--- src/rtl/core/rlcf_pkg.sv ---
// Shared types and constants of the linear RGB color fader.
// Used by the controller, the datapath and the top level.
package rlcf_pkg;

    localparam logic       KIND_START    = 1'b0;
    localparam logic       KIND_TICK     = 1'b1;
    localparam logic [7:0] INTERVAL_RST  = 8'd17;
    localparam int         DIV_STEPS     = 24;
    localparam int         STEP_W        = $clog2(DIV_STEPS);
    localparam int         NUM_CHAN      = 3;

    typedef enum logic [1:0] {
        SEL_SRC = 2'd0,
        SEL_TGT = 2'd1,
        SEL_MIX = 2'd2
    } t_sel;

    typedef struct packed {
        logic accept;
        logic mul;
        logic div_step;
        logic load_out;
    } t_cmd;

    typedef struct packed {
        logic emit;
        logic mix;
        logic div_last;
        logic out_free;
    } t_sts;

endpackage

--- src/rtl/core/rgb_linear_color_fader.sv ---
// Top level of the linear RGB color fader.
// Joins rlcf_ctrl and rlcf_dpath; depends on rlcf_pkg.
//
// Input stream: one beat per start or tick item. tuser selects the kind
// (0 start, 1 one-millisecond tick); tdata carries source color, target
// color and duration for start beats and is ignored on ticks.
// Output stream: one beat per color update, tlast marks the target color
// that ends a transition. A start beat yields the source color at once
// (the target with tlast when the duration is zero); ticks yield a color
// every update_interval ticks while a transition runs.
// Start beats and final-target updates are loaded into the output register
// from the emit state; interpolated updates pass through a multiply,
// 24 steps of the per-channel restoring dividers, which run for all
// three channels side by side, and the output load. One item is in work
// at a time; tready drops from acceptance until the result is loaded, so
// the next beat waits for that load after a start beat or an interpolated
// update, while a tick that yields nothing leaves tready high. A stalled
// receiver holds the block once one result waits in the output register.
// Reset (synchronous, active low) idles the fader, empties the output
// register and sets update_interval to 17.
module rgb_linear_color_fader
    import rlcf_pkg::*;
(
    input  logic        i_clk,
    input  logic        i_rst_n,
    input  logic        i_cfg_we,
    input  logic [7:0]  i_cfg_wdata,     // update_interval
    input  logic        s_axis_tvalid,
    output logic        s_axis_tready,
    input  logic [63:0] s_axis_tdata,    // from_rgb[23:0], to_rgb[47:24], duration_ms[63:48]
    input  logic [0:0]  s_axis_tuser,    // kind[0]
    output logic        m_axis_tvalid,
    input  logic        m_axis_tready,
    output logic [23:0] m_axis_tdata,    // red[7:0], green[15:8], blue[23:16]
    output logic        m_axis_tlast
);

    t_cmd w_cmd;
    t_sts w_sts;

    rlcf_ctrl u_ctrl (
        .i_clk      (i_clk),
        .i_rst_n    (i_rst_n),
        .i_in_valid (s_axis_tvalid),
        .i_sts      (w_sts),
        .o_in_ready (s_axis_tready),
        .o_cmd      (w_cmd)
    );

    rlcf_dpath u_dpath (
        .i_clk         (i_clk),
        .i_rst_n       (i_rst_n),
        .i_cfg_we      (i_cfg_we),
        .i_cfg_wdata   (i_cfg_wdata),
        .i_kind        (s_axis_tuser[0]),
        .i_from_rgb    (s_axis_tdata[23:0]),
        .i_to_rgb      (s_axis_tdata[47:24]),
        .i_duration_ms (s_axis_tdata[63:48]),
        .i_cmd         (w_cmd),
        .o_sts         (w_sts),
        .i_out_ready   (m_axis_tready),
        .o_out_valid   (m_axis_tvalid),
        .o_out_data    (m_axis_tdata),
        .o_out_last    (m_axis_tlast)
    );

endmodule

--- src/rtl/core/rlcf_ctrl.sv ---
// Controller state machine of the color fader.
// Sequences accept, multiply, divide and output load; depends on rlcf_pkg.
module rlcf_ctrl
    import rlcf_pkg::*;
(
    input  logic i_clk,
    input  logic i_rst_n,
    input  logic i_in_valid,
    input  t_sts i_sts,
    output logic o_in_ready,
    output t_cmd o_cmd
);

    typedef enum logic [3:0] {
        ST_IDLE = 4'b0001,
        ST_MUL  = 4'b0010,
        ST_DIV  = 4'b0100,
        ST_EMIT = 4'b1000
    } t_state;

    t_state r_state;
    t_state n_state;

    assign o_in_ready = (r_state == ST_IDLE);

    always_comb begin
        n_state        = r_state;
        o_cmd          = '0;
        unique case (r_state)
            ST_IDLE: begin
                if (i_in_valid) begin
                    o_cmd.accept = 1'b1;
                    if (i_sts.emit) begin
                        n_state = ST_EMIT;
                    end else if (i_sts.mix) begin
                        n_state = ST_MUL;
                    end
                end
            end
            ST_MUL: begin
                o_cmd.mul = 1'b1;
                n_state   = ST_DIV;
            end
            ST_DIV: begin
                o_cmd.div_step = 1'b1;
                if (i_sts.div_last) begin
                    n_state = ST_EMIT;
                end
            end
            ST_EMIT: begin
                if (i_sts.out_free) begin
                    o_cmd.load_out = 1'b1;
                    n_state        = ST_IDLE;
                end
            end
            default: begin
                n_state = ST_IDLE;
            end
        endcase
    end

    always_ff @(posedge i_clk) begin
        if (!i_rst_n) begin
            r_state <= ST_IDLE;
        end else begin
            r_state <= n_state;
        end
    end

endmodule

--- src/rtl/core/rlcf_dpath.sv ---
// Datapath of the color fader: fade state, per-channel multiply and
// restoring dividers, output register. Depends on rlcf_pkg.
module rlcf_dpath
    import rlcf_pkg::*;
(
    input  logic        i_clk,
    input  logic        i_rst_n,
    input  logic        i_cfg_we,
    input  logic [7:0]  i_cfg_wdata,
    input  logic        i_kind,
    input  logic [23:0] i_from_rgb,
    input  logic [23:0] i_to_rgb,
    input  logic [15:0] i_duration_ms,
    input  t_cmd        i_cmd,
    output t_sts        o_sts,
    input  logic        i_out_ready,
    output logic        o_out_valid,
    output logic [23:0] o_out_data,
    output logic        o_out_last
);

    logic [7:0]        r_interval;
    logic              r_active;
    logic [7:0]        r_count;
    logic [15:0]       r_elapsed;
    logic [23:0]       r_src;
    logic [23:0]       r_tgt;
    logic [15:0]       r_span;
    t_sel              r_sel;
    logic [STEP_W-1:0] r_step;
    logic [23:0]       r_quo [NUM_CHAN];
    logic [15:0]       r_rem [NUM_CHAN];
    logic              r_neg [NUM_CHAN];
    logic              r_out_valid;
    logic [23:0]       r_out_data;
    logic              r_out_last;

    logic [8:0]  w_cnt_inc;
    logic        w_fire;
    logic [15:0] w_el_inc;
    logic        w_done;
    logic [7:0]  w_a   [NUM_CHAN];
    logic [7:0]  w_b   [NUM_CHAN];
    logic [7:0]  w_mag [NUM_CHAN];
    logic [16:0] w_trial [NUM_CHAN];
    logic        w_ge    [NUM_CHAN];
    logic [7:0]  w_chan  [NUM_CHAN];

    assign w_cnt_inc = {1'b0, r_count} + 9'd1;
    assign w_fire    = (w_cnt_inc >= {1'b0, r_interval});
    assign w_el_inc  = (r_elapsed < r_span) ? r_elapsed + 16'd1 : r_elapsed;
    assign w_done    = (w_el_inc >= r_span);

    always_comb begin
        o_sts.emit     = (i_kind == KIND_START) || (r_active && w_fire && w_done);
        o_sts.mix      = (i_kind == KIND_TICK) && r_active && w_fire && !w_done;
        o_sts.div_last = (r_step == STEP_W'(DIV_STEPS - 1));
        o_sts.out_free = !r_out_valid || i_out_ready;
    end

    always_comb begin
        for (int k = 0; k < NUM_CHAN; k++) begin
            w_a[k]     = r_src[(NUM_CHAN - 1 - k) * 8 +: 8];
            w_b[k]     = r_tgt[(NUM_CHAN - 1 - k) * 8 +: 8];
            w_mag[k]   = (w_a[k] > w_b[k]) ? w_a[k] - w_b[k] : w_b[k] - w_a[k];
            w_trial[k] = {r_rem[k], r_quo[k][23]};
            w_ge[k]    = (w_trial[k] >= {1'b0, r_span});
            w_chan[k]  = r_neg[k] ? w_a[k] - r_quo[k][7:0] : w_a[k] + r_quo[k][7:0];
        end
    end

    always_ff @(posedge i_clk) begin
        if (!i_rst_n) begin
            r_interval <= INTERVAL_RST;
            r_active   <= 1'b0;
            r_count    <= '0;
            r_elapsed  <= '0;
        end else begin
            if (i_cfg_we) begin
                r_interval <= i_cfg_wdata;
            end
            if (i_cmd.accept) begin
                if (i_kind == KIND_START) begin
                    r_active  <= (i_duration_ms != 16'd0);
                    r_count   <= '0;
                    r_elapsed <= '0;
                end else if (r_active) begin
                    if (!w_fire) begin
                        r_count   <= w_cnt_inc[7:0];
                        r_elapsed <= w_el_inc;
                    end else begin
                        r_count <= '0;
                        if (w_done) begin
                            r_elapsed <= r_span;
                            r_active  <= 1'b0;
                        end else begin
                            r_elapsed <= w_el_inc;
                        end
                    end
                end
            end
        end
    end

    always_ff @(posedge i_clk) begin
        if (i_cmd.accept) begin
            if (i_kind == KIND_START) begin
                r_src <= i_from_rgb;
                r_tgt <= i_to_rgb;
                r_span <= i_duration_ms;
                r_sel <= (i_duration_ms == 16'd0) ? SEL_TGT : SEL_SRC;
            end else begin
                r_sel <= w_done ? SEL_TGT : SEL_MIX;
            end
        end
        if (i_cmd.mul) begin
            r_step <= '0;
            for (int k = 0; k < NUM_CHAN; k++) begin
                r_quo[k] <= 24'(r_elapsed) * 24'(w_mag[k]);
                r_rem[k] <= '0;
                r_neg[k] <= (w_a[k] > w_b[k]);
            end
        end else if (i_cmd.div_step) begin
            r_step <= r_step + STEP_W'(1);
            for (int k = 0; k < NUM_CHAN; k++) begin
                if (w_ge[k]) begin
                    r_rem[k] <= 16'(w_trial[k] - {1'b0, r_span});
                end else begin
                    r_rem[k] <= w_trial[k][15:0];
                end
                r_quo[k] <= {r_quo[k][22:0], w_ge[k]};
            end
        end
    end

    always_ff @(posedge i_clk) begin
        if (!i_rst_n) begin
            r_out_valid <= 1'b0;
        end else if (i_cmd.load_out) begin
            r_out_valid <= 1'b1;
        end else if (i_out_ready) begin
            r_out_valid <= 1'b0;
        end
    end

    always_ff @(posedge i_clk) begin
        if (i_cmd.load_out) begin
            case (r_sel)
                SEL_SRC: r_out_data <= {r_src[7:0], r_src[15:8], r_src[23:16]};
                SEL_TGT: r_out_data <= {r_tgt[7:0], r_tgt[15:8], r_tgt[23:16]};
                SEL_MIX: r_out_data <= {w_chan[2], w_chan[1], w_chan[0]};
                default: r_out_data <= {r_tgt[7:0], r_tgt[15:8], r_tgt[23:16]};
            endcase
            r_out_last <= (r_sel == SEL_TGT);
        end
    end

    assign o_out_valid = r_out_valid;
    assign o_out_data  = r_out_data;
    assign o_out_last  = r_out_last;

endmodule
--- config.mk ---
export PLATFORM = sky130hd
export DESIGN_NAME = rgb_linear_color_fader
export DESIGN_NICKNAME = d
export VERILOG_FILES = /design/src/rtl/core/rlcf_pkg.sv /design/src/rtl/core/rgb_linear_color_fader.sv /design/src/rtl/core/rlcf_ctrl.sv /design/src/rtl/core/rlcf_dpath.sv
export SDC_FILE = /design/constraint.sdc
export NUM_CORES = 2
export LEC_CHECK = 0
export BUFFER_PORTS_ARGS = -buffer_cell sky130_fd_sc_hd__clkbuf_2
export CELL_PAD_IN_SITES_DETAIL_PLACEMENT = 2
export CELL_PAD_IN_SITES_GLOBAL_PLACEMENT = 2
export CORE_UTILIZATION = 45
export DETAILED_ROUTE_END_ITERATION = 10
export PLACE_DENSITY = 0.89
export SLEW_MARGIN = 5
export SYNTH_ARGS = -nofsm -noshare
export SYNTH_HDL_FRONTEND = slang
export SYNTH_HIERARCHICAL = 1
export SYNTH_SLANG_ARGS = --single-unit
--- constraint.sdc ---
create_clock -name i_clk -period 21.5 [get_ports i_clk]
set_input_delay 4.3 -clock i_clk [delete_from_list [all_inputs] [get_ports i_clk]]
set_output_delay 4.3 -clock i_clk [all_outputs]
set_load 0.03 [all_outputs]
Yosys cells after proc, flatten, opt, wreduce, memory -nomap -nowiden
Memories as Yosys holds them, arrays and structs flattened.
Cells that the tools add are included.
{"block": "word_totals", "regBits": 134, "latch_bits": 0, "ram_bits": 123, "romBits": 0, "inputBits": 78, "n_memories": 3}
{"block": "op_classes", "n_addsub": 18, "mul": 3, "div": 0, "order_cmp": 9, "n_eq_ne": 12, "n_shift": 0, "n_mux": 74, "bitwise_logic": 10, "n_reduce_logical": 16}
{"name": "u_dpath.r_quo", "depth": 3, "word_bits": 24, "read_ports": 3, "rd_clocked_by_memory_dff": 0, "wr": 3, "line_no": "rlcf_dpath.sv:31", "source": "logic [23:0] r_quo [NUM_CHAN];"}
{"name": "u_dpath.r_rem", "depth": 3, "word_bits": 16, "read_ports": 3, "rd_clocked_by_memory_dff": 0, "wr": 3, "line_no": "rlcf_dpath.sv:32", "source": "logic [15:0] r_rem [NUM_CHAN];"}
{"name": "u_dpath.r_neg", "depth": 3, "word_bits": 1, "read_ports": 3, "rd_clocked_by_memory_dff": 0, "wr": 3, "line_no": "rlcf_dpath.sv:33", "source": "logic r_neg [NUM_CHAN];"}
{"operator": "$mux W16", "count": 11}
{"operator": "$mul A16 B8 Y24", "count": 3}
{"operator": "$mux W24", "count": 3}
{"operator": "$mux W8", "count": 9}
{"operator": "$sub A8 B8 Y8", "count": 9}
{"operator": "$ge A17 B16 Y1", "count": 3}
{"operator": "$pmux W24 S2", "count": 1}
{"operator": "$sub A16 B16 Y16", "count": 3}
{"operator": "$mux W1", "count": 42}
{"operator": "$add A8 B8 Y8", "count": 3}
{"operator": "$gt A8 B8 Y1", "count": 3}
{"operator": "$mux W4", "count": 5}
{"operator": "$add A16 B1 Y16 const B", "count": 1}
{"operator": "$ge A16 B16 Y1", "count": 1}
{"operator": "$logic_not A16 Y1", "count": 1}
{"operator": "$lt A16 B16 Y1", "count": 1}
{"operator": "$pmux W4 S4", "count": 1}
{"operator": "$reduce_bool A16 Y1", "count": 1}
{"operator": "$add A8 B1 Y9 const B", "count": 1}
{"operator": "$ge A9 B8 Y1", "count": 1}
{"operator": "$or A1 B1 Y1", "count": 9}
{"operator": "$ne A2 B1 Y1 const B", "count": 3}
{"operator": "$add A5 B1 Y5 const B", "count": 1}
{"operator": "$eq A5 B5 Y1 const B", "count": 1}
{"operator": "17 further kinds", "count": 25}

Depth between registers and ports, before layout
{"block": "depth", "depth_word": 9, "mapped_depth": 33}

Modules after synthesis
The synthesis kept the hierarchy.
{"module": "rlcf_dpath", "instances": 1, "cells_each": 3041, "area_each_um2": 28574.9}
{"module": "rlcf_ctrl", "instances": 1, "cells_each": 33, "area_each_um2": 290.3}

Worst setup path before layout
OpenSTA, ideal clock, no wires.
{"block": "synth_timing", "kind": "input -> register", "from": "input s_axis_tvalid", "to": "register u_dpath.r_elapsed[6]", "setup_ps": 267, "t_arrival_ps": 7806, "required_ps": 21233, "path_slack_ps": 13427, "stages": 5, "cell_sequence": "and2_1 > clkbuf_1 > inv_1 > nor2_1 > o32ai_1"}
{"block": "synth_between", "elab_chain_len": 3}
{"element": "start: declaration", "line_no": "rgb_linear_color_fader.sv:28", "source": "input logic s_axis_tvalid,"}
{"element": "$mux W1", "line_no": "rlcf_ctrl.sv:31", "source": "if (i_in_valid) begin"}
{"element": "$mux W1", "line_no": "rlcf_ctrl.sv:29", "source": "unique case (r_state)"}
{"element": "$reduce_and A2 Y1 (no line)"}
{"element": "end signal: assignment", "line_no": "rlcf_dpath.sv:90", "source": "r_elapsed <= w_el_inc;"}
{"element": "end signal: assignment", "line_no": "rlcf_dpath.sv:94", "source": "r_elapsed <= r_span;"}
{"element": "end signal: assignment", "line_no": "rlcf_dpath.sv:97", "source": "r_elapsed <= w_el_inc;"}
{"element": "end: declaration", "line_no": "rlcf_dpath.sv:25", "source": "logic [15:0] r_elapsed;"}
No other way between the ends.
A chain may end at the register's enable or synchronous reset.

==> summary.md <==
| Metric | Value |
|---|---|
| Core Region | ~63000 sq um |
| Vias in the first global route | a little over 30000 |
| WHS Endpoint | u_dpath/r_quo[0][45] |
| Residual DRC | 0 |
| Hold WC Path Type | reg2reg |
| Row Count | 92 |
| Fill count | around 6500 |
| Setup Total Neg Slack | 0 ns |
| R2r startpoint | u_dpath/r_src[0] |
| Net Sw Frac | 0.342 |
| Synthesized flop and latch total | about 260 |
| Share of cells above drive strength 1 | 0.0779 |
| Max-cap violations | 0 |
| Remaining Overflow, GRT | 0 |
| Ports | 105 |
| Clk pwr share | 0.404 |
| CTS resizes | 0 |
| Int Pwr | 0.000994 W |
| Final Hold Violating Endpoints | 0 |
| Crit Path Max Fanout | 16 |
| R2r endpoint | u_dpath/r_quo[0][71] |
| Syn Area/Cell | 9.39 sq um |
| Delay-heaviest family, CP | compound AO/OA/AOI/OAI gates |
| Post-synthesis cell area | just under 30000 sq um |
| Max-slew headroom | 0.127 |
| Buffers on Ports | roughly 100 |
| Max Slew Vio Count | 0 |
| HPWL after DPL | 82100 microns |
| F_max | 97.2 MHz |
| DR WL/cell | 34.2 microns |
| Routability cong. | 0.872 |
| Register share of total power | 0.375 |
| Hold_ws | 0.538 ns |
| Synth Flop Type | edfxtp_1 |
| Post-DP Area | slightly above 30000 sq um |
| Sequential-to-total area share from yosys stat | 0.252 |
| Worst skew pair latency | between 0.5 and 0.6 ns |
| Highest metal used | met4 |
| Yosys warning total | 6 |
| Clock Sinks | 257 |
| Met3 WL post-DR | about 8000 microns |
| Total global-route track usage | 0.427 |
| Required @ worst endpoint | between 20 and 25 ns |
| Slowest stage delay, CP | roughly 1.1 ns |
| WL met1 | about 45000 microns |
| Clock Path Buffers | 3 |
| Synth unique cells | 84 |
| Worst reg2reg setup slack | between 10 and 15 ns |
| CP Depth | 28 |
| Post-Syn Instances | slightly above 3000 |
| Largest net degree at the start of global routing | a little over 70 |
| Drt total wl | 137000 microns |
| Slowest library cell on the worst path | o31ai_2 |
| Leakage power | 14.9 nW |
| Clock transition at the registers of the reported paths | about 0.06 ns |
| First-pass GRT wire length | about 200000 microns |
| Nets | between 3000 and 4000 |
| CTS Buf Count | 34 |
| # hold bufs at CTS | 0 |
| Min-Delay Path Depth | 2 |
| Synth-to-Final Area Change | 8.85% |
| Hold Startpoint | u_dpath/r_quo[0][44] |
| Critical path class | reg2reg |
| Clock Skew | about 0.018 ns |
| Initial antenna violation count | 1 |
| Multi-input gate area | slightly below 20000 sq um |
| Top post-synthesis cells by count | inv_1, ha_1, fa_1 |
| DR vias/cell | 6.44 |
| CTS tree | yes |
| Post-route ant nets | 0 |
| Critical path data arrival time | 10.62 ns |
| Root buffer cell | clkbuf_16 |
| Setup crit end kind | flop |
| Worst reg-to-reg path cell count | 28 |
| Area contributors post-synth | edfxtp_1, fa_1, ha_1, inv_1, and2_1 |
| Reg area | approximately 7300 sq um |
| Post-synth top area share | 0.223 |
| Ys async rst share | 0 |
| Tmin final | about 10 ns |
| Syn nets | about 3700 |
| Worst vdd ir | between 0.07 and 0.08 mV |
| Final non-filler cell area | approximately 31000 sq um |
| Status | completed |
| Final Util | 0.497 |
| Die width | around 260 microns |
| Least-Margin Pin Slew | between 1 and 1.5 ns |
| CP bufs+invs | 5 |
| Final setup fails | 0 |
| Die height | about 260 microns |
| Final setup margin | ~11 ns |
| Drt pass-1 iters | 5 |
| Met2 wire length | ~70000 microns |
| Post-CTS Setup Bufs | 0 |
| Period utilization | 0.478 |
| Pwr dens | 48.1 nW/um^2 |
| Post-Place Setup Slack | ~12 ns |
| Startpoint types | flop |
| Starting Density | 0.457 |
| CTS H-tree depth | 2 |
| Comb pwr share | 0.220 |
| RSZ-0062 raised after global routing | no |
| DRT iter0 DRCs | 2034 |
| Area leader, netlist | edfxtp_1 |
| Die ar. | 65200 sq um |
| Cell with the most instances after synthesis | inv_1 |
| Sw power | slightly above 0.0005 W |
| Post-synth EDFFs | around 210 |
| Via count | 25763 |
-- flip-flops by register name, indices dropped and copies added, names as in the netlist, 16 cells and up --
signal and cells:
u_dpath/o_out_data 24, u_dpath/r_elapsed 16, u_dpath/r_quo 72, u_dpath/r_rem 48, u_dpath/r_span 16, u_dpath/r_src 24
u_dpath/r_tgt 24
-- per-stage QoR --
stage / instances / total power [W]
final: 4003 / 0.00151
after global routing: 4002 / 0.00154
after CTS: 4002 / 0.00150
after detailed placement: 3940 / 0.000872
after global placement: 3940 / 0.000842
after floorplan: 3074 / 0.000755
-- how the worst max path moves through the flow --
stage                     startpoint                    to
finish              u_dpath/r_src[0]  u_dpath/r_quo[0][71]
global route        u_dpath/r_src[0]  u_dpath/r_quo[0][71]
CTS                 u_dpath/r_src[0]  u_dpath/r_quo[0][71]
detailed placement  u_dpath/r_src[0]  u_dpath/r_quo[0][71]
global placement    u_dpath/r_src[0]  u_dpath/r_quo[0][71]
floorplan              s_axis_tvalid  u_dpath/r_elapsed[6]
-- logic make-up after synthesis --
group / share of synthesized area
simple gates: 0.167
flops: 0.252
compound gates: 0.112
mux: 0.0329
xor+xnor: 0.0503
buf+inv: 0.0761
fa+ha+maj: 0.309
-- area by class of cell --
cell class / instances / share of cell area
clock inverters: 16 / 0.00554
multi-input cells: 2245 / 0.619
inverters: 446 / 0.0533
diodes: 1 / 0.0000796
well taps: 846 / 0.0337
flip-flops and latches: 257 / 0.232
clock buffers: 46 / 0.0298
repair buffers: 146 / 0.0266
-- power groups by stage --
stage	Sequential [W]	Clock [W]	Combinational [W]
finish	0.000567	0.000611	0.000333
global route	0.000567	0.000632	0.000341
CTS	0.000566	0.000616	0.000320
detailed placement	0.000575	0	0.000297
global placement	0.000573	0	0.000269
floorplan	0.000572	0	0.000183
-- layer usage --
layer | vias up | track usage
li1 | 10338 | -
met2 | 1456 | 0.772
met3 | 854 | 0.0900
met1 | 13115 | 0.403
met4 | 0 | 0.390
met5 | - | 0
-- worst register-to-register path: cells and delay by family (launching register included) --
| kind | cells | cell delay (ns) |
|---|---|---|
| muxes | 1 | 0.39 |
| buffers and inverters | 5 | 0.42 |
| DFF | 1 | 0.44 |
| AOI/OAI and AO/OA | 10 | 4.60 |
| and+or+nand+nor | 5 | 1.00 |
| adders and majority gates | 7 | 3.19 |
-- cells in the final DEF (no fill, tap or decap), types with 36 or more instances in the layout --
| master | count |
|---|---|
| nand2b_1 | 46 |
| buf_4 | 42 |
| nor2_1 | 210 |
| and2_1 | 197 |
| a21o_1 | 46 |
| o21ai_0 | 123 |
| edfxtp_1 | 214 |
| fa_1 | 264 |
| clkbuf_2 | 104 |
| nand2_1 | 192 |
| nor3_1 | 36 |
| inv_1 | 445 |
| xor2_1 | 61 |
| xnor2_1 | 99 |
| a21oi_1 | 121 |
| nor2b_1 | 113 |
| mux2i_1 | 87 |
| ha_1 | 291 |
| dfxtp_1 | 43 |
Note: power is estimated with default switching activity, not from simulation.
